$ cat config.mk
export PLATFORM = sky130hd
export DESIGN_NAME = tds_ram
export DESIGN_NICKNAME = d
export VERILOG_FILES = /design/src/tds_ram.sv
export SDC_FILE = /design/constraint.sdc
export NUM_CORES = 2
export LEC_CHECK = 0
export BUFFER_PORTS_ARGS = -buffer_cell sky130_fd_sc_hd__buf_4
export CAP_MARGIN = 20
export CORE_ASPECT_RATIO = 0.5
export CORE_UTILIZATION = 54
export CTS_BUF_LIST = sky130_fd_sc_hd__clkbuf_16
export CTS_CLUSTER_DIAMETER = 30
export DETAILED_ROUTE_END_ITERATION = 8
export GPL_TIMING_DRIVEN = 0
export PLACE_DENSITY_LB_ADDON = 0.15
export SLEW_MARGIN = 20
export SYNTH_ARGS = -nofsm -noshare
export SYNTH_HDL_FRONTEND = slang
export SYNTH_SLANG_ARGS = --single-unit
$ cat constraint.sdc
create_clock -name clock -period 4.45 [get_ports clock]
set_input_delay 1.335 -clock clock [delete_from_list [all_inputs] [get_ports clock]]
set_output_delay 1.335 -clock clock [all_outputs]
set_load 0.01 [all_outputs]
$ cat src/tds_ram.sv
// generic single write port, single read port memory with registered read
module tds_ram #(
   parameter int WIDTH = 32,
   parameter int DEPTH = 64
) (
   input  logic                     clock,
   input  logic                     wr_en,
   input  logic [$clog2(DEPTH)-1:0] wr_addr,
   input  logic [WIDTH-1:0]         wr_data,
   input  logic [$clog2(DEPTH)-1:0] rd_addr,
   output logic [WIDTH-1:0]         rd_data
);

   logic [WIDTH-1:0] mem_ff [DEPTH];

   // write port and registered read port
   always_ff @(posedge clock) begin
      if (wr_en) begin
         mem_ff[wr_addr] <= wr_data;
      end
      rd_data <= mem_ff[rd_addr];
   end

endmodule

==> flow_summary.json <==
{
  "drc": 0,
  "ir_drop_v": 0.0003326,
  "violations": "setup timing",
  "yosysSeqAreaShare_pct": 79.14,
  "hold_buffers": 0,
  "row_count": 98,
  "gp_congestion": 0.9049,
  "synthTopCellsByCount": "edfxtp_1 (2048), mux4_2 (544), nor2_1 (137)",
  "htree_levels": 4,
  "rsz0062_at_grt": "yes",
  "slew_headroom_pct": 17.53,
  "synth_fp_nets": 3370,
  "hold_class": "register to register",
  "wl_per_cell_um": 40.51,
  "cts_tree": "yes",
  "fin_hold_ws_ns": 0.9498,
  "synth.area.top_cells": "edfxtp_1 (78%), mux4_2 (16%), mux2i_1 (1.2%), dfxtp_1 (0.82%), o22ai_1 (0.67%)",
  "cts.sinks": 2080,
  "grt_usage_pct": 33.05,
  "clk_pin_slew_ns": 0.07,
  "dp_hpwl_um": 157700,
  "crit_arrival_ns": 5.24,
  "hold_end": "rd_data[6]",
  "portBuffers": 69,
  "layout_setup_ws_ns": -0.1112,
  "p_per_area_nw_per_um2": 464.3,
  "critPathKind": "input port to register",
  "n_fill_cell": 8995,
  "drt-initial-drc-count": 6715,
  "design.core.area_um2": 143600,
  "grt_max_degree": 65,
  "drive_gt1_share_pct": 32.81,
  "ant_nets": 0,
  "ys_ff_latch": 2080,
  "die_x_um": 541.3,
  "fin_crit_sh_pct": 102.5,
  "status": "complete, but fails checks",
  "drt-total-wl_um": 238900,
  "grt_first_pass_wirelength_um": 323200,
  "insertion_delay_ns": 0.85,
  "async_reset_ff_share_pct": 0,
  "cts_root_buffer": "clkbuf_16",
  "max_freq_mhz": 219.2,
  "postCtsSetupRepairBufs": 0,
  "hold_depth": 4,
  "die_area_um2": 147000,
  "viasPerCell": 6.865,
  "instances_no_fill": 5896,
  "crit_start": "rd_addr[1]",
  "yosysWarnings": 0,
  "clockBufferDepth": 3,
  "antenna_found_initial": 16,
  "synth_cell_types": 34,
  "start_util_pct": 54.68,
  "timing.rr.end": "rd_data[19]",
  "regArea_um2": 62140,
  "yosysMostFrequentCell": "edfxtp_1",
  "grt_pass1_vias": 39104,
  "setup_viol": 2,
  "synth_edf_count": 2048,
  "cp-end-kind": "register",
  "syn_avg_cell_area_um2": 23.62,
  "ys.flop_type": "edfxtp_1",
  "fin_nets": 3799,
  "io_pins": 78,
  "hold_viol_final": 0,
  "syn_area_um2": 78520,
  "area_growth_pct": 18.51,
  "dp_cells": 5484,
  "grt_overflow": 0,
  "multi_input_area_um2": 16000,
  "required_ns": 5.13,
  "worstHoldStart": "mem_ff[30][6]",
  "timing.rr.start": "mem_ff[18][19]",
  "yosysTopAreaCell": "edfxtp_1",
  "critPathMaxFanout": 10,
  "tightest_slew_ns": 1.237,
  "clock-skew-final_ns": 0.04613,
  "synth_cells": 3324,
  "die_h_um": 271.6,
  "r2r_slack_ns": 1.91,
  "synth_top_area_share_pct": 78.33,
  "drv_slew": 0,
  "r2r_cells": 4,
  "layout_min_cycle_time_ns": 4.561,
  "startpoint_type": "input port",
  "first_pass_iters": 8,
  "vias": 40478,
  "numCtsBuffers": 217,
  "p_leak_nw": 29.42,
  "max-cap-violations": 0
}
==> worst max path at each step <==
| stage | slack [ns] | end | cells past startpoint |
|---|---|---|---|
| after floorplan | 0.46 | mem_ff[39][0] | 4 |
| after global placement | -2.59 | mem_ff[21][4] | 4 |
| after detailed placement | -0.89 | rd_data[25] | 9 |
| after CTS | 0.0004 | rd_data[25] | 9 |
| after global routing | -0.02 | rd_data[10] | 9 |
| final | -0.11 | rd_data[14] | 9 |
==> timing repair <==
action | CTS | global route
endpoints found under the setup margin | 4 | 5
cloned | 0 | 0
gates resized for setup | 4 | 6
==> kinds of logic after synthesis <==
logic type,share of synthesized area [%]
AO/OA/AOI/OAI,1.673
buffers and inverters,1.128
flip-flops,79.14
multiplexers,16.79
AND/OR/NAND/NOR,1.265
==> power by group <==
part	internal, mW	switching [mW]
clock	11.1	8.07
sequential	21.7	0.0427
combinational	0.786	1.51
==> flip-flops by register name, indices dropped and copies added (netlist names) <==
signal,count
mem_ff,2048
rd_data,32
==> metrics by stage <==
stage | cell area [um2] | power [mW] | worst slack, ns | util [%] | TNS, ns
3_5_place_dp | 85370 | 24.39 | -0.8938 | 59.46 | -16.73
3_3_place_gp | 81480 | 24.27 | -2.592 | 56.75 | -3818.82
2_1_floorplan | 78530 | 23.22 | 0.4631 | - | 0
4_1_cts | 93000 | 43.24 | 0.0003615 | 64.77 | 0
5_1_grt | 93040 | 44.11 | -0.01819 | 64.80 | -0.01819
6_report | 93050 | 43.20 | -0.1112 | 64.80 | -0.1468
==> routing by layer <==
metal	global-route usage [%]	vias up	part of all wire, %
li1	-	15214	-
met1	46.00	21529	36
met4	14.38	4	4.8
met3	9.729	571	14
met2	49.25	3160	45
met5	0	-	0.011
==> final cells by class <==
type,instances,share of cell area (%)
antenna,5,0.01345
buffer,182,0.9937
clock buffer,222,5.970
clock inverter,185,2.216
multi-input combinational,1062,17.19
sequential,2080,66.78
tap,1950,2.622
timing repair buffer,210,4.210
==> cell usage in the layout (no fill, tap or decap), types with 6 or more instances in the layout <==
cell and instances:
buf_12 47, clkinvlp_4 20, buf_4 94, nor2_1 75, inv_1 20, a22oi_1 12, clkbuf_16 222, inv_6 35
nand2b_1 8, clkinv_2 25, clkinv_8 9, buf_8 9, buf_2 57, o22ai_1 83, clkinv_1 23, dfxtp_1 32
clkbuf_2 16, a21oi_1 59, bufinv_16 32, a311oi_1 8, clkinv_4 12, mux2i_1 93, nor2b_1 15, inv_8 8
nand2_1 26, o221ai_1 27, nor2_4 62, edfxtp_1 2048, clkbuf_1 59, buf_6 6, buf_1 17, buf_16 84
mux4_2 544
==> worst max-delay path, stage by stage <==
cell and delay [ns]:
buf_2 0.38, buf_2 0.43, buf_2 0.42, clkbuf_1 0.42, buf_2 0.59, mux2i_1 0.60
a21oi_1 0.27, a21oi_1 0.51, nor2_1 0.23
(Power assumes the default switching activity.)
