<file path="src/tds_pkg.sv">
// shared types, widths and constants of the tridiagonal solver
package tds_pkg;

   localparam int DATA_W      = 32;
   localparam int FRAC_W      = 16;
   localparam int MAX_ROWS    = 64;
   localparam int STORE_DEPTH = 64;
   localparam int ADDR_W      = $clog2(STORE_DEPTH);
   localparam int DIV_STEPS   = DATA_W + FRAC_W;

   typedef logic signed [DATA_W-1:0] q_type;
   typedef logic [ADDR_W-1:0]        addr_type;

   localparam q_type Q_MAX = {1'b0, {(DATA_W-1){1'b1}}};
   localparam q_type Q_MIN = {1'b1, {(DATA_W-1){1'b0}}};

endpackage

</file>
<file path="src/tds_mul.sv">
// shared two-stage Q16.16 multiplier with round-to-nearest and saturation
module tds_mul (
   input  logic          clock,
   input  tds_pkg::q_type op_a,
   input  tds_pkg::q_type op_b,
   output tds_pkg::q_type product
);
   import tds_pkg::*;

   localparam int PROD_W = 2 * DATA_W;
   localparam int SHR_W  = PROD_W - FRAC_W;
   localparam logic signed [PROD_W-1:0] HALF_LSB = PROD_W'(1) << (FRAC_W - 1);

   logic signed [PROD_W-1:0] prod_ff;
   logic signed [PROD_W-1:0] prod_in;
   logic signed [PROD_W-1:0] rnd;
   logic        [SHR_W-1:0]  shr;
   logic        [SHR_W-DATA_W:0] hi_bits;
   q_type                     res_ff;
   q_type                     res_in;

   // stage one: full product
   assign prod_in = PROD_W'(op_a) * PROD_W'(op_b);

   // stage two: add half an lsb, floor by dropping fraction, clamp
   always_comb begin
      rnd     = prod_ff + HALF_LSB;
      shr     = rnd[PROD_W-1:FRAC_W];
      hi_bits = shr[SHR_W-1:DATA_W-1];
      if (hi_bits == '0 || hi_bits == '1) begin
         res_in = q_type'(shr[DATA_W-1:0]);
      end else if (shr[SHR_W-1]) begin
         res_in = Q_MIN;
      end else begin
         res_in = Q_MAX;
      end
   end

   always_ff @(posedge clock) begin
      prod_ff <= prod_in;
      res_ff  <= res_in;
   end

   assign product = res_ff;

endmodule

</file>
<file path="config.mk">
export PLATFORM = sky130hd
export DESIGN_NAME = tds_mul
export DESIGN_NICKNAME = d
export VERILOG_FILES = /design/src/tds_pkg.sv /design/src/tds_mul.sv
export SDC_FILE = /design/constraint.sdc
export NUM_CORES = 2
export LEC_CHECK = 0
export BUFFER_PORTS_ARGS = -buffer_cell sky130_fd_sc_hd__buf_4
export CAP_MARGIN = 0
export CORE_ASPECT_RATIO = 1.75
export CORE_MARGIN = 1
export CORE_UTILIZATION = 50
export CTS_CLUSTER_SIZE = 24
export DETAILED_ROUTE_END_ITERATION = 12
export PLACE_DENSITY_LB_ADDON = 0.05
export RECOVER_POWER = 100
export SYNTH_ARGS = -nofsm -noshare
export SYNTH_HDL_FRONTEND = slang
export SYNTH_SLANG_ARGS = --single-unit
export TNS_END_PERCENT = 10
</file>
<file path="constraint.sdc">
create_clock -name clock -period 17.97 [get_ports clock]
set_input_delay 2.6955 -clock clock [delete_from_list [all_inputs] [get_ports clock]]
set_output_delay 2.6955 -clock clock [all_outputs]
set_load 0.005 [all_outputs]
</file>
==> reports/results.tsv <==
stage	metric	value	unit
synthesis	yosys.area.top_type	fa_1	
drt	drtIter0Drc	1153	
synthesis	ys_ff_latch	81	
job	maxCapViolCount	1	
global_routing	antenna_found_initial	5	
global_routing	grt_pass1_vias	31300	
global_routing	grt_pass1_wl	179	mm
floorplanning	rows	134	
synthesis	synth_area_leaders	fa_1 56%, inv_1 9.6%, and2_1 8.5%, ha_1 5.9%, nand2_1 5.2%	
timing	finalHoldViolations	0	
clocking	cts_num_sinks	81	
floorplanning	die_x	211	um
clocking	cts_made_buffers	9	
timing	clock.fmax	0.0861	GHz
worst_setup_path	critPathCaptureType	register	
worst_setup_path	critPathLaunch	op_a[8]	
worst_setup_path	cp_max_fo	32	
drt	drc	0	
worst_setup_path	crit_top_cell	fa_1	
finish	fin_nets	5300	
worst_setup_path	worstReg2RegStart	prod_ff[15]	
floorplanning	die_h	369	um
synthesis	syn_area	38400	um^2
drt	postRouteAntennaNets	0	
worst_setup_path	startpoint_type	input port	
timing	tightest_slew	2.22	ns
floorplanning	dieArea	77900	um^2
drt	met1_length	33.7	mm
drt	top_layer_used	met5	
worst_hold_path	hp-class	reg2reg	
floorplanning	coreArea	76100	um^2
synthesis	yosys_warnings	0	
timing	relSlewSlack	-0.482	
clocking	clk_latency	0.35	ns
worst_setup_path	cp_slowest_cell	clkbuf_1	
run_status	status	complete, but fails checks	
global_routing	track_usage	0.315	
drt	dr_total_vias	26800	
worst_hold_path	whs_path_depth	1	
clocking	cts_buffer_depth	2	
floorplanning	ios	97	
place	place_congestion	0.908	
drt	wl_per_cell	22.8	um
timing	setup_violations	0	
timing	report.final.slew_viol_count	33	
clocking	cts_tree	yes	
worst_setup_path	crit_type	in2reg	
worst_setup_path	cp.depth	26	
synthesis	synthArstFlopShare	0	
worst_hold_path	min_from	prod_ff[63]	
global_routing	grt_max_degree	33	
drt	met2WireLength	66.9	mm
timing	finClkSkew	0.0143	ns
synthesis	synth.most_common_cell	fa_1	
synthesis	avgSynthCellArea	9.46	um^2
clocking	clk_pin_slew	0.07	ns
worst_setup_path	required	18.20	ns
floorplanning	initial_core_util	0.504	
drt	met3_length	3.37	mm
timing	finalCriticalPeriod	11.61	ns
timing	finalCritPeriodShare	0.646	
clocking	cts_resized	0	
worst_setup_path	r2r_cells	11	
synthesis	yosys.area.top_type_share	0.564	
place	hpwl	93.3	mm
worst_setup_path	path_delay_family	adder cells	
synthesis	synthTopCellsByCount	1081 x fa_1, 985 x inv_1, 529 x nand2_1	
synthesis	synth_ff_type	dfxtp_1	
worst_setup_path	cp.arrival	11.84	ns
clocking	postCtsHoldBufs	0	
global_routing	overflow	0	
drt	dr.pass1.iters	5	
drt	vias_per_cell	5.36	
synthesis	syn_nets	5386	
synthesis	netlist_instances	4059	
clocking	cts_root_buf	clkbuf_16	
drt	finalWirelength	114	mm
worst_setup_path	crit_buf_inv	6	
clocking	post_cts_buffers	0	
synthesis	synth.yosys.seq_area_share	0.0422	
synthesis	synth_edf_count	0	
run_status	violations	capacitance limit, slew limit	
place	port_buffers	96	
synthesis	ys_types	58	
finish	drive_gt1_frac	0.0319	
worst_setup_path	max_stage_delay	1.55	ns
timing	rsz0062_at_grt	no	
clocking	htreeDepth	3	
finish	syn_to_final_growth	3.98	%
timing	tns	0	ns
==> cells in the final DEF (no fill, tap or decap), drive strengths merged, types with 2 or more instances in the layout <==
cell type / n
and4: 9
o21ai: 78
xor2: 47
a2111oi: 3
buf: 69
nand2: 529
and2: 522
or2: 3
fa: 1081
nand3b: 3
o21a: 5
clkbuf: 43
a21oi: 54
ha: 181
mux2: 3
a21o: 19
a221oi: 2
a211oi: 6
nor4: 4
o21bai: 5
o2111ai: 2
a31o: 2
nor2: 59
nand4: 19
xnor2: 50
nand2b: 15
or3: 2
and3: 11
nor3: 11
nor2b: 6
o211ai: 4
a211o: 2
dfxtp: 81
inv: 991
a31oi: 6
nand3: 35
nor3b: 2
o41ai: 4
==> flip-flops by register name (all words and copies together) (netlist names) <==
| signal | flops |
|---|---|
| product | 32 |
| prod_ff | 49 |
==> final timing paths <==
check	endpoint	slack (ns)
worst max-delay path	prod_ff[61]	6.36
worst min-delay path	product[31]	0.45
worst max register to register	product[6]	12.95
worst min register to register	product[31]	0.45
==> worst reg2reg max path, delay by kind of cell, from the launching register on <==
| family | cells | cell delay [ns] |
|---|---|---|
| fa+ha+maj | 1 | 0.35 |
| compound gates | 3 | 1.03 |
| mux | 1 | 0.32 |
| buf+inv | 2 | 0.90 |
| flops | 1 | 0.36 |
| simple gates | 4 | 1.86 |
==> through the flow <==
step | worst slack [ns] | hold WS [ns] | instances | area (um^2) | util
final | 6.36 | 0.445 | 4999 | 39900 | 0.524
after global routing | 5.90 | 0.477 | 4998 | 39900 | 0.524
after CTS | 7.01 | 0.451 | 4998 | 40000 | 0.525
after detailed placement | 6.62 | 0.441 | 4982 | 39700 | 0.521
after global placement | 6.75 | 0.447 | 4982 | 39700 | 0.521
after floorplan | 7.82 | 0.425 | 4059 | 38400 | -
==> area by class of cell <==
cell class | instances | area, um^2
inverters | 985 | 3700
well taps | 1020 | 1280
flip-flops and latches | 81 | 1620
multi-input cells | 2793 | 32300
diodes | 1 | 2.50
clock inverters | 7 | 76.3
repair buffers | 103 | 739
fillers | 7370 | 36200
clock buffers | 9 | 225
==> routing by layer <==
metal | vias to the layer above | global-route usage
met2 | 719 | 0.634
met4 | 2 | 0.223
met5 | - | 0
met3 | 373 | 0.0216
li1 | 11400 | -
met1 | 14300 | 0.289
==> logic make-up (layout without fill, tap and decap cells) <==
kind of cell / Yosys count / count (layout) / synth area share
AOI/OAI and AO/OA: 198 / 198 / 0.0314
xor gates and xnor gates: 97 / 97 / 0.0221
adders and majority gates: 1262 / 1262 / 0.623
buffers and inverters: 1185 / 1104 / 0.117
DFF: 81 / 81 / 0.0422
muxes: 4 / 4 / 0.00124
other: 0 / 1 / 0
and+or+nand+nor: 1232 / 1232 / 0.164
Power is left out: the tool's default activity adds up to more than one toggle a clock period on the data nets, which glitch-free logic cannot reach.
