--- src/tds_pkg.sv ---
// shared types, widths and constants of the tridiagonal solver
package tds_pkg;

   localparam int DATA_W      = 32;
   localparam int FRAC_W      = 16;
   localparam int MAX_ROWS    = 64;
   localparam int STORE_DEPTH = 64;
   localparam int ADDR_W      = $clog2(STORE_DEPTH);
   localparam int DIV_STEPS   = DATA_W + FRAC_W;

   typedef logic signed [DATA_W-1:0] q_type;
   typedef logic [ADDR_W-1:0]        addr_type;

   localparam q_type Q_MAX = {1'b0, {(DATA_W-1){1'b1}}};
   localparam q_type Q_MIN = {1'b1, {(DATA_W-1){1'b0}}};

endpackage

--- src/tds_div.sv ---
// restoring divider, one quotient bit a cycle, (num * 2^16) / den, saturated
module tds_div (
   input  logic                           clock,
   input  logic                           reset,
   input  logic                           start,
   input  logic signed [tds_pkg::DATA_W:0] num,
   input  tds_pkg::q_type                  den,
   output logic                           done,
   output tds_pkg::q_type                  quot
);
   import tds_pkg::*;

   localparam int CNT_W = $clog2(DIV_STEPS);
   localparam int DVD_W = DIV_STEPS;

   logic              busy_ff, busy_in;
   logic              fin_ff, fin_in;
   logic [CNT_W-1:0]  cnt_ff, cnt_in;
   logic [DATA_W-1:0] rem_ff, rem_in;
   logic [DVD_W-1:0]  dvd_ff, dvd_in;
   logic [DATA_W-1:0] dmag_ff, dmag_in;
   logic              neg_ff, neg_in;

   logic [DATA_W:0]   num_abs;
   logic [DATA_W:0]   den_abs;
   logic [DATA_W:0]   rem_sh;
   logic [DATA_W+1:0] diff;
   logic              ge;
   logic              pos_ovf;
   logic              neg_ovf;
   q_type             mag_lo;

   // operand magnitudes
   always_comb begin
      num_abs = num[DATA_W] ? (DATA_W+1)'(-num) : (DATA_W+1)'(num);
      den_abs = den[DATA_W-1] ? (DATA_W+1)'(-{den[DATA_W-1], den})
                              : {den[DATA_W-1], den};
   end

   // one trial subtraction a cycle
   always_comb begin
      rem_sh = {rem_ff, dvd_ff[DVD_W-1]};
      diff   = {1'b0, rem_sh} - {2'b00, dmag_ff};
      ge     = ~diff[DATA_W+1];
   end

   // iteration control
   always_comb begin
      busy_in = busy_ff;
      fin_in  = 1'b0;
      cnt_in  = cnt_ff;
      rem_in  = rem_ff;
      dvd_in  = dvd_ff;
      dmag_in = dmag_ff;
      neg_in  = neg_ff;
      if (start) begin
         busy_in = 1'b1;
         cnt_in  = '0;
         rem_in  = '0;
         dvd_in  = {num_abs[DATA_W-1:0], {FRAC_W{1'b0}}};
         dmag_in = den_abs[DATA_W-1:0];
         neg_in  = num[DATA_W] ^ den[DATA_W-1];
      end else if (busy_ff) begin
         rem_in = ge ? diff[DATA_W-1:0] : rem_sh[DATA_W-1:0];
         dvd_in = {dvd_ff[DVD_W-2:0], ge};
         cnt_in = cnt_ff + 1'b1;
         if (cnt_ff == CNT_W'(DIV_STEPS - 1)) begin
            busy_in = 1'b0;
            fin_in  = 1'b1;
         end
      end
   end

   always_ff @(posedge clock) begin
      if (reset) begin
         busy_ff <= 1'b0;
         fin_ff  <= 1'b0;
      end else begin
         busy_ff <= busy_in;
         fin_ff  <= fin_in;
      end
      cnt_ff  <= cnt_in;
      rem_ff  <= rem_in;
      dvd_ff  <= dvd_in;
      dmag_ff <= dmag_in;
      neg_ff  <= neg_in;
   end

   // signed, saturated quotient from the magnitude
   always_comb begin
      mag_lo  = q_type'(dvd_ff[DATA_W-1:0]);
      pos_ovf = |dvd_ff[DVD_W-1:DATA_W-1];
      neg_ovf = (|dvd_ff[DVD_W-1:DATA_W]) ||
                (dvd_ff[DATA_W-1] && (|dvd_ff[DATA_W-2:0]));
      if (neg_ff) begin
         quot = neg_ovf ? Q_MIN : -mag_lo;
      end else begin
         quot = pos_ovf ? Q_MAX : mag_lo;
      end
   end

   assign done = fin_ff;

endmodule

--- config.mk ---
export PLATFORM = sky130hd
export DESIGN_NAME = tds_div
export DESIGN_NICKNAME = d
export VERILOG_FILES = /design/src/tds_pkg.sv /design/src/tds_div.sv
export SDC_FILE = /design/constraint.sdc
export NUM_CORES = 1
export LEC_CHECK = 0
export BUFFER_PORTS_ARGS = -buffer_cell sky130_fd_sc_hd__clkbuf_2
export CORE_MARGIN = 2
export CORE_UTILIZATION = 35
export CTS_CLUSTER_SIZE = 25
export DETAILED_ROUTE_END_ITERATION = 12
export PLACE_DENSITY = 0.63
export SETUP_SLACK_MARGIN = 0.02
export SYNTH_ARGS = -nofsm -noshare
export SYNTH_HDL_FRONTEND = slang
export SYNTH_SLANG_ARGS = --single-unit
--- constraint.sdc ---
create_clock -name clock -period 4.6 [get_ports clock]
set_clock_uncertainty 0.15 [all_clocks]
set_input_delay 0.92 -clock clock [delete_from_list [all_inputs] [get_ports clock]]
set_output_delay 0.92 -clock clock [all_outputs]
set_load 0.005 [all_outputs]
==> results.toml, run 1 <==
[run_status]
outcome = "finished, final reports clean"

[setup_path]
critical_path_class = "flip-flop to output port"
r2r-start = "dmag_ff[4]"
reg2reg_depth = 12
crit_arrival_ns = 3.29
timing.rr.end = "rem_ff[28]"
critPathCaptureType = "output port"
crit_required_ns = 3.53
critPathMaxFanout = 12
r2r_setup_slack_ns = 1.15
worst_setup_path_start_kind = "flip-flop"

[power]
power_leakage_nw = 4.050
seqPwrFrac_pct = 38.9
finalPower_mw = 3.382
comb_power_share_pct = 22.8
p_per_area_nw_per_um2 = 328.2
p_int_mw = 2.315
clockPowerShare_pct = 38.3
switching_share_pct = 31.54
power.switching_mw = 1.067
vdd_drop_max_mv = 0.2230

[timing]
worst_slew_pin_slew_ns = 0.8596
max_freq_mhz = 229.4
hold_viol_final = 0
slew_headroom_pct = 42.55
drv_slew = 0
fin_crit_ns = 4.360
period_share_pct = 94.78
final.setup.tns_ns = 0
rsz0062_at_grt = "no"
setup_viol = 0
timing.final.ws_setup_ns = 0.2402

[cells_and_area]
nets = 1252
regArea_um2 = 3077
drive_gt1_share_pct = 15.86
synthToLayoutAreaGrowth_pct = 15.63
fillCellCount = 2587
fin_area_um2 = 10300
multi_input_area_um2 = 5385
diodes = 0

[hold_path]
min_path_cells = 2
holdPathEnd = "cnt_ff[5]"
hold_class = "flip-flop to flip-flop"
min-delay-start = "cnt_ff[5]"

[logic_synthesis]
syn_avg_cell_area_um2 = 8.267
async_reset_ff_share_pct = 0
yosys_most_used_dff = "edfxtp_1"
yosysWarnings = 0
synth_fp_nets = 1183
synthCells = 1078
ys_types = 71
synth_seq_cells = 121
syn_area_um2 = 8912
synth_edf_count = 65
ys_seq_area_share_pct = 34.48

[floorplanning]
dieArea_um2 = 26760
start_util_pct = 35.49
rows = 58
chipWidth_um = 163.6
die_h_um = 163.6
io_pins = 101
coreArea_um2 = 25110

[place]
portBuffers = 100
globalplace.congestion = 0.9089
dpl_cell_area_um2 = 9718
hpwl_um = 16250
pre_cts_ws_ns = 0.2885

[clocking]
cts_max_level = 4
cts_tree = "yes"
numCtsBuffers = 17
post-cts-setup-buffer-count = 0
clkTransAtPathRegs_ns = 0.06
clock_latency_ns = 0.42
clock-root-buffer = "clkbuf_16"
clk_path_buf_depth = 2
cts_sinks = 121
postCtsHoldBufs = 0

[grt]
grt_max_degree = 75
grt_pass1_wl_um = 37640
grt.total_usage_pct = 17.42
antenna_found_initial = 0
grt_pass1_vias = 7414
grt_overflow = 0

[drt]
viasPerCell = 5.459
drt_pre_antenna_iters = 5
drtIter0Drc = 779
detail_route.wirelength_um = 22880
ant_nets = 0
wl_per_cell_um = 15.36
drc = 0
vias = 8134

[run]
max_cap_viol_count = 0
==> synth_stat cells (all sizes together) (9+ instances only) <==
library cell	n	area share (%)
or4	21	2.0
edfxtp	65	22
a21oi	49	2.8
o31ai	19	1.7
mux2i	27	3.0
or2	10	0.70
nor4	22	1.9
o21ai	103	5.8
nor2	94	4.0
nand2	138	5.8
inv	57	2.4
dfxtp	56	13
nand4	12	0.84
clkbuf	60	2.6
nand2b	9	0.63
o311ai	24	2.4
o41ai	10	1.2
a211oi	21	1.8
xor2	16	1.6
xnor2	69	6.8
a21o	15	1.3
ha	36	5.1
nand3	14	0.79
nor3	25	1.4
==> per-layer routing <==
layer / wire length (um) / track usage [%]
met5: 0 / 0
met4: 237 / 4.027
met3: 1398 / 4.012
met2: 10360 / 27.83
met1: 10890 / 23.91
==> sequential cells by signal, indices dropped and copies added (netlist names) <==
name / cells
neg_ff: 1
dvd_ff: 48
dmag_ff: 32
cnt_ff: 6
done: 1
busy_ff: 1
rem_ff: 32
==> cell type report <==
cell class / count / share of cell area (%)
Clock buffer: 17 / 4.128
Clock inverter: 15 / 1.360
Inverter: 57 / 2.076
Multi-Input combinational cell: 832 / 52.26
Sequential cell: 121 / 29.86
Tap cell: 330 / 4.007
Timing Repair Buffer: 118 / 6.314
==> layout by cell type (no fill, tap or decap), types with 8 or more instances in the layout <==
master	synthesis	layout
edfxtp_1	65	65
nor3_1	25	25
nor2_1	94	94
inv_1	57	57
o21a_1	8	8
o31ai_1	18	18
buf_4	0	18
or2_2	9	9
nand3_1	14	14
xor2_1	16	16
nand2b_1	9	9
a21oi_1	49	48
mux2i_1	27	27
nor4_1	19	19
or4_1	15	15
clkbuf_2	0	99
a21o_1	15	15
nand2_1	138	137
clkbuf_16	0	17
ha_1	36	36
xnor2_1	69	69
a211oi_1	21	21
dfxtp_1	56	55
o21ai_0	103	103
o311ai_0	24	19
nand4_1	12	12
==> metrics by stage <==
stage          hold WS [ns]  utilization, %  instances
3_3_place_gp         0.3255           38.70       1458
3_5_place_dp         0.3365           38.70       1458
6_report             0.3352           41.04       1490
5_1_grt              0.3669           41.04       1490
2_1_floorplan        0.3026               -       1078
4_1_cts              0.3433           40.96       1490
==> worst max-delay path, stage by stage, from the launching register on <==
cell	delay [ns]
dfxtp_1	0.34
inv_1	0.08
ha_1	0.18
or4b_4	0.51
nor4_2	0.27
nand4_1	0.14
nor2_1	0.16
a21oi_2	0.08
or2_4	0.31
o311ai_0	0.59
clkbuf_2	0.22
==> how the worst max path moves through the flow <==
stage	endpoint	slack, ns	depth (start not counted)	from
2_1_floorplan	quot[11]	0.74	10	dvd_ff[2]
3_3_place_gp	quot[15]	0.39	11	dvd_ff[0]
3_5_place_dp	quot[15]	0.29	11	dvd_ff[0]
4_1_cts	quot[31]	0.06	9	dvd_ff[14]
5_1_grt	quot[31]	0.02	9	dvd_ff[17]
6_report	quot[16]	0.24	10	dvd_ff[0]
==> power by group through the flow <==
| stage | sequential, mW | combinational (mW) | clock [mW] |
|---|---|---|---|
| final | 1.32 | 0.771 | 1.29 |
| after global routing | 1.33 | 0.863 | 1.38 |
| after CTS | 1.32 | 0.766 | 1.33 |
| after detailed placement | 1.34 | 0.761 | 0 |
| after global placement | 1.34 | 0.753 | 0 |
| after floorplan | 1.30 | 0.551 | 0 |
==> cells by family after synthesis <==
| logic type | count (synthesis) | synth area share [%] |
|---|---|---|
| and+or+nand+nor | 380 | 20.79 |
| AOI/OAI and AO/OA | 302 | 22.56 |
| buffers and inverters | 125 | 5.377 |
| DFF | 121 | 34.48 |
| xor gates and xnor gates | 85 | 8.353 |
| adders and majority gates | 37 | 5.279 |
| muxes | 28 | 3.159 |
==> what timing repair did <==
| action | in CTS | in global routing |
|---|---|---|
| setup endpoints to repair | 11 | 26 |
| endpoints found under the hold margin | 0 | 0 |
| resized for setup | 2 | 9 |
Note: power is estimated with default switching activity, not from simulation.
==> run 2, diff against run 1 <==
--- a/config.mk
+++ b/config.mk
@@ -5,12 +5,12 @@
 export SDC_FILE = /design/constraint.sdc
 export NUM_CORES = 1
 export LEC_CHECK = 0
-export BUFFER_PORTS_ARGS = -buffer_cell sky130_fd_sc_hd__clkbuf_2
 export CORE_MARGIN = 2
 export CORE_UTILIZATION = 35
 export CTS_CLUSTER_SIZE = 25
 export DETAILED_ROUTE_END_ITERATION = 12
-export PLACE_DENSITY = 0.63
+export DONT_BUFFER_PORTS = 1
+export PLACE_DENSITY = 0.6
 export SETUP_SLACK_MARGIN = 0.02
 export SYNTH_ARGS = -nofsm -noshare
 export SYNTH_HDL_FRONTEND = slang
==> results.toml, run 2 (same netlist as run 1, synthesis figures left out) <==
[drt]
ant_nets = 0
drc = 0
drt_pre_antenna_iters = 5
vias = 7825
viasPerCell = 5.597
drtIter0Drc = 666
detail_route.wirelength_um = 22640
wl_per_cell_um = 16.19

[grt]
grt_pass1_wl_um = 37210
grt.total_usage_pct = 17.30
antenna_found_initial = 0
grt_pass1_vias = 7368
grt_max_degree = 139
grt_overflow = 0

[setup_path]
crit_chain = "inv_1 -> ha_1 -> or4b_1 -> nor4_4 -> nand4_1 -> nor2_1 -> a21oi_2 -> or2_0 -> buf_4 -> o311ai_1 -> buf_4"
critPathMaxFanout = 14
crit_arrival_ns = 3.31
worst_path_max_delay_cell = "or4b_1"
critPathCaptureType = "output port"
critical_path_class = "flip-flop to output port"
worst_setup_path_start_kind = "flip-flop"
slowest_delay_ns = 0.58
cpMostUsedCell = "buf_4"
crit_required_ns = 3.53

[cells_and_area]
diodes = 0
synthToLayoutAreaGrowth_pct = 11.98
top_register = "dvd_ff"
final_cell_mix = "138 x nand2_1, 103 x o21ai_0, 94 x nor2_1"
top_regs = "dvd_ff x48, dmag_ff x32, rem_ff x32"
largest_reg_flops = 48
final_common_cell = "nand2_1"
fin_area_um2 = 9980
drive_gt1_share_pct = 8.614
nets = 1160
fillCellCount = 2578

[timing]
setup_viol = 0
period_share_pct = 95.29
worst_slew_pin_slew_ns = 0.8029
slew_headroom_pct = 46.47
rsz0062_at_grt = "no"
max_freq_mhz = 228.1
timing.final.ws_setup_ns = 0.2168
drv_slew = 0
hold_viol_final = 0
final.setup.tns_ns = 0
fin_crit_ns = 4.383
hold_ws_ns = 0.3414

[power]
p_per_area_nw_per_um2 = 351.9
finalPower_mw = 3.512
power_leakage_nw = 3.731
vdd_drop_max_mv = 0.1944

[place]
hpwl_um = 15770
dpl_cell_area_um2 = 9275
pre_cts_ws_ns = 0.4703
portBuffers = 0
globalplace.congestion = 0.8941

[floorplanning]
die_h_um = 163.6
chipWidth_um = 163.6
start_util_pct = 35.49
io_pins = 101
rows = 58
coreArea_um2 = 25110
dieArea_um2 = 26760

[clocking]
postCtsHoldBufs = 0
post_cts_resized = 0
clkTransAtPathRegs_ns = 0.05
cts_tree = "yes"
numCtsBuffers = 17
post-cts-setup-buffer-count = 0
cts_max_level = 4
clock_latency_ns = 0.43
cts_sinks = 121
clock-root-buffer = "clkbuf_16"
clk_path_buf_depth = 2

[hold_path]
hold_class = "flip-flop to flip-flop"

[run]
max_cap_viol_count = 0

[run_status]
outcome = "finished, final reports clean"
## run 2: cell types whose count changed in the layout (fill, tap and decap cells not counted), sizes merged
cell      delta
clkinv       -1
buf          +7
clkbuf      -97
inv          -4
bufinv       +4
clkinvlp     -1
## run 2: layer usage
metal	vias to the layer above	global-route usage [%]	routed length, um
met5	-	0	0
met4	0	4.625	264
met3	18	3.504	1262
met2	224	28.15	10430
met1	3664	23.38	10680
li1	3919	-	-
## run 2: path summary, 6_finish.rpt
path                                  from         end  slack [ns]  cells after the start
worst max-delay path             dvd_ff[0]    quot[16]        0.22                     11
worst min-delay path             cnt_ff[5]   cnt_ff[5]        0.34                      2
worst max register to register  dmag_ff[4]  rem_ff[28]        1.09                     12
worst min register to register   cnt_ff[5]   cnt_ff[5]        0.34                      2
## run 2: metrics by stage
step / utilization, % / std cells
2_1_floorplan: - / 1078
3_3_place_gp: 36.94 / 1366
3_5_place_dp: 36.94 / 1366
4_1_cts: 39.57 / 1398
5_1_grt: 39.74 / 1398
6_report: 39.74 / 1398
## run 2: worst max-delay path, delay by kind of cell, from the launching register on
kind,cells,cell delay [ns]
fa+ha+maj,1,0.18
simple gates,5,1.40
compound gates,2,0.51
buf+inv,3,0.48
flops,1,0.33
## run 2: area by class of cell
cell class	instances	area [um^2]	area share, %
clock buffers	19	442.9	4.438
clock inverters	13	217.7	2.182
inverters	57	214.0	2.144
multi-input cells	832	5408	54.19
flip-flops and latches	121	3077	30.83
well taps	330	412.9	4.137
repair buffers	26	207.7	2.081
## run 2: power by group
group / total, mW / leakage [nW] / switching [mW] / internal, mW
registers: 1.31 / 1.12 / 0.0735 / 1.24
logic: 0.685 / 2.30 / 0.390 / 0.295
clock network: 1.51 / 0.315 / 0.531 / 0.983
total: 3.51 / 3.73 / 0.994 / 2.52
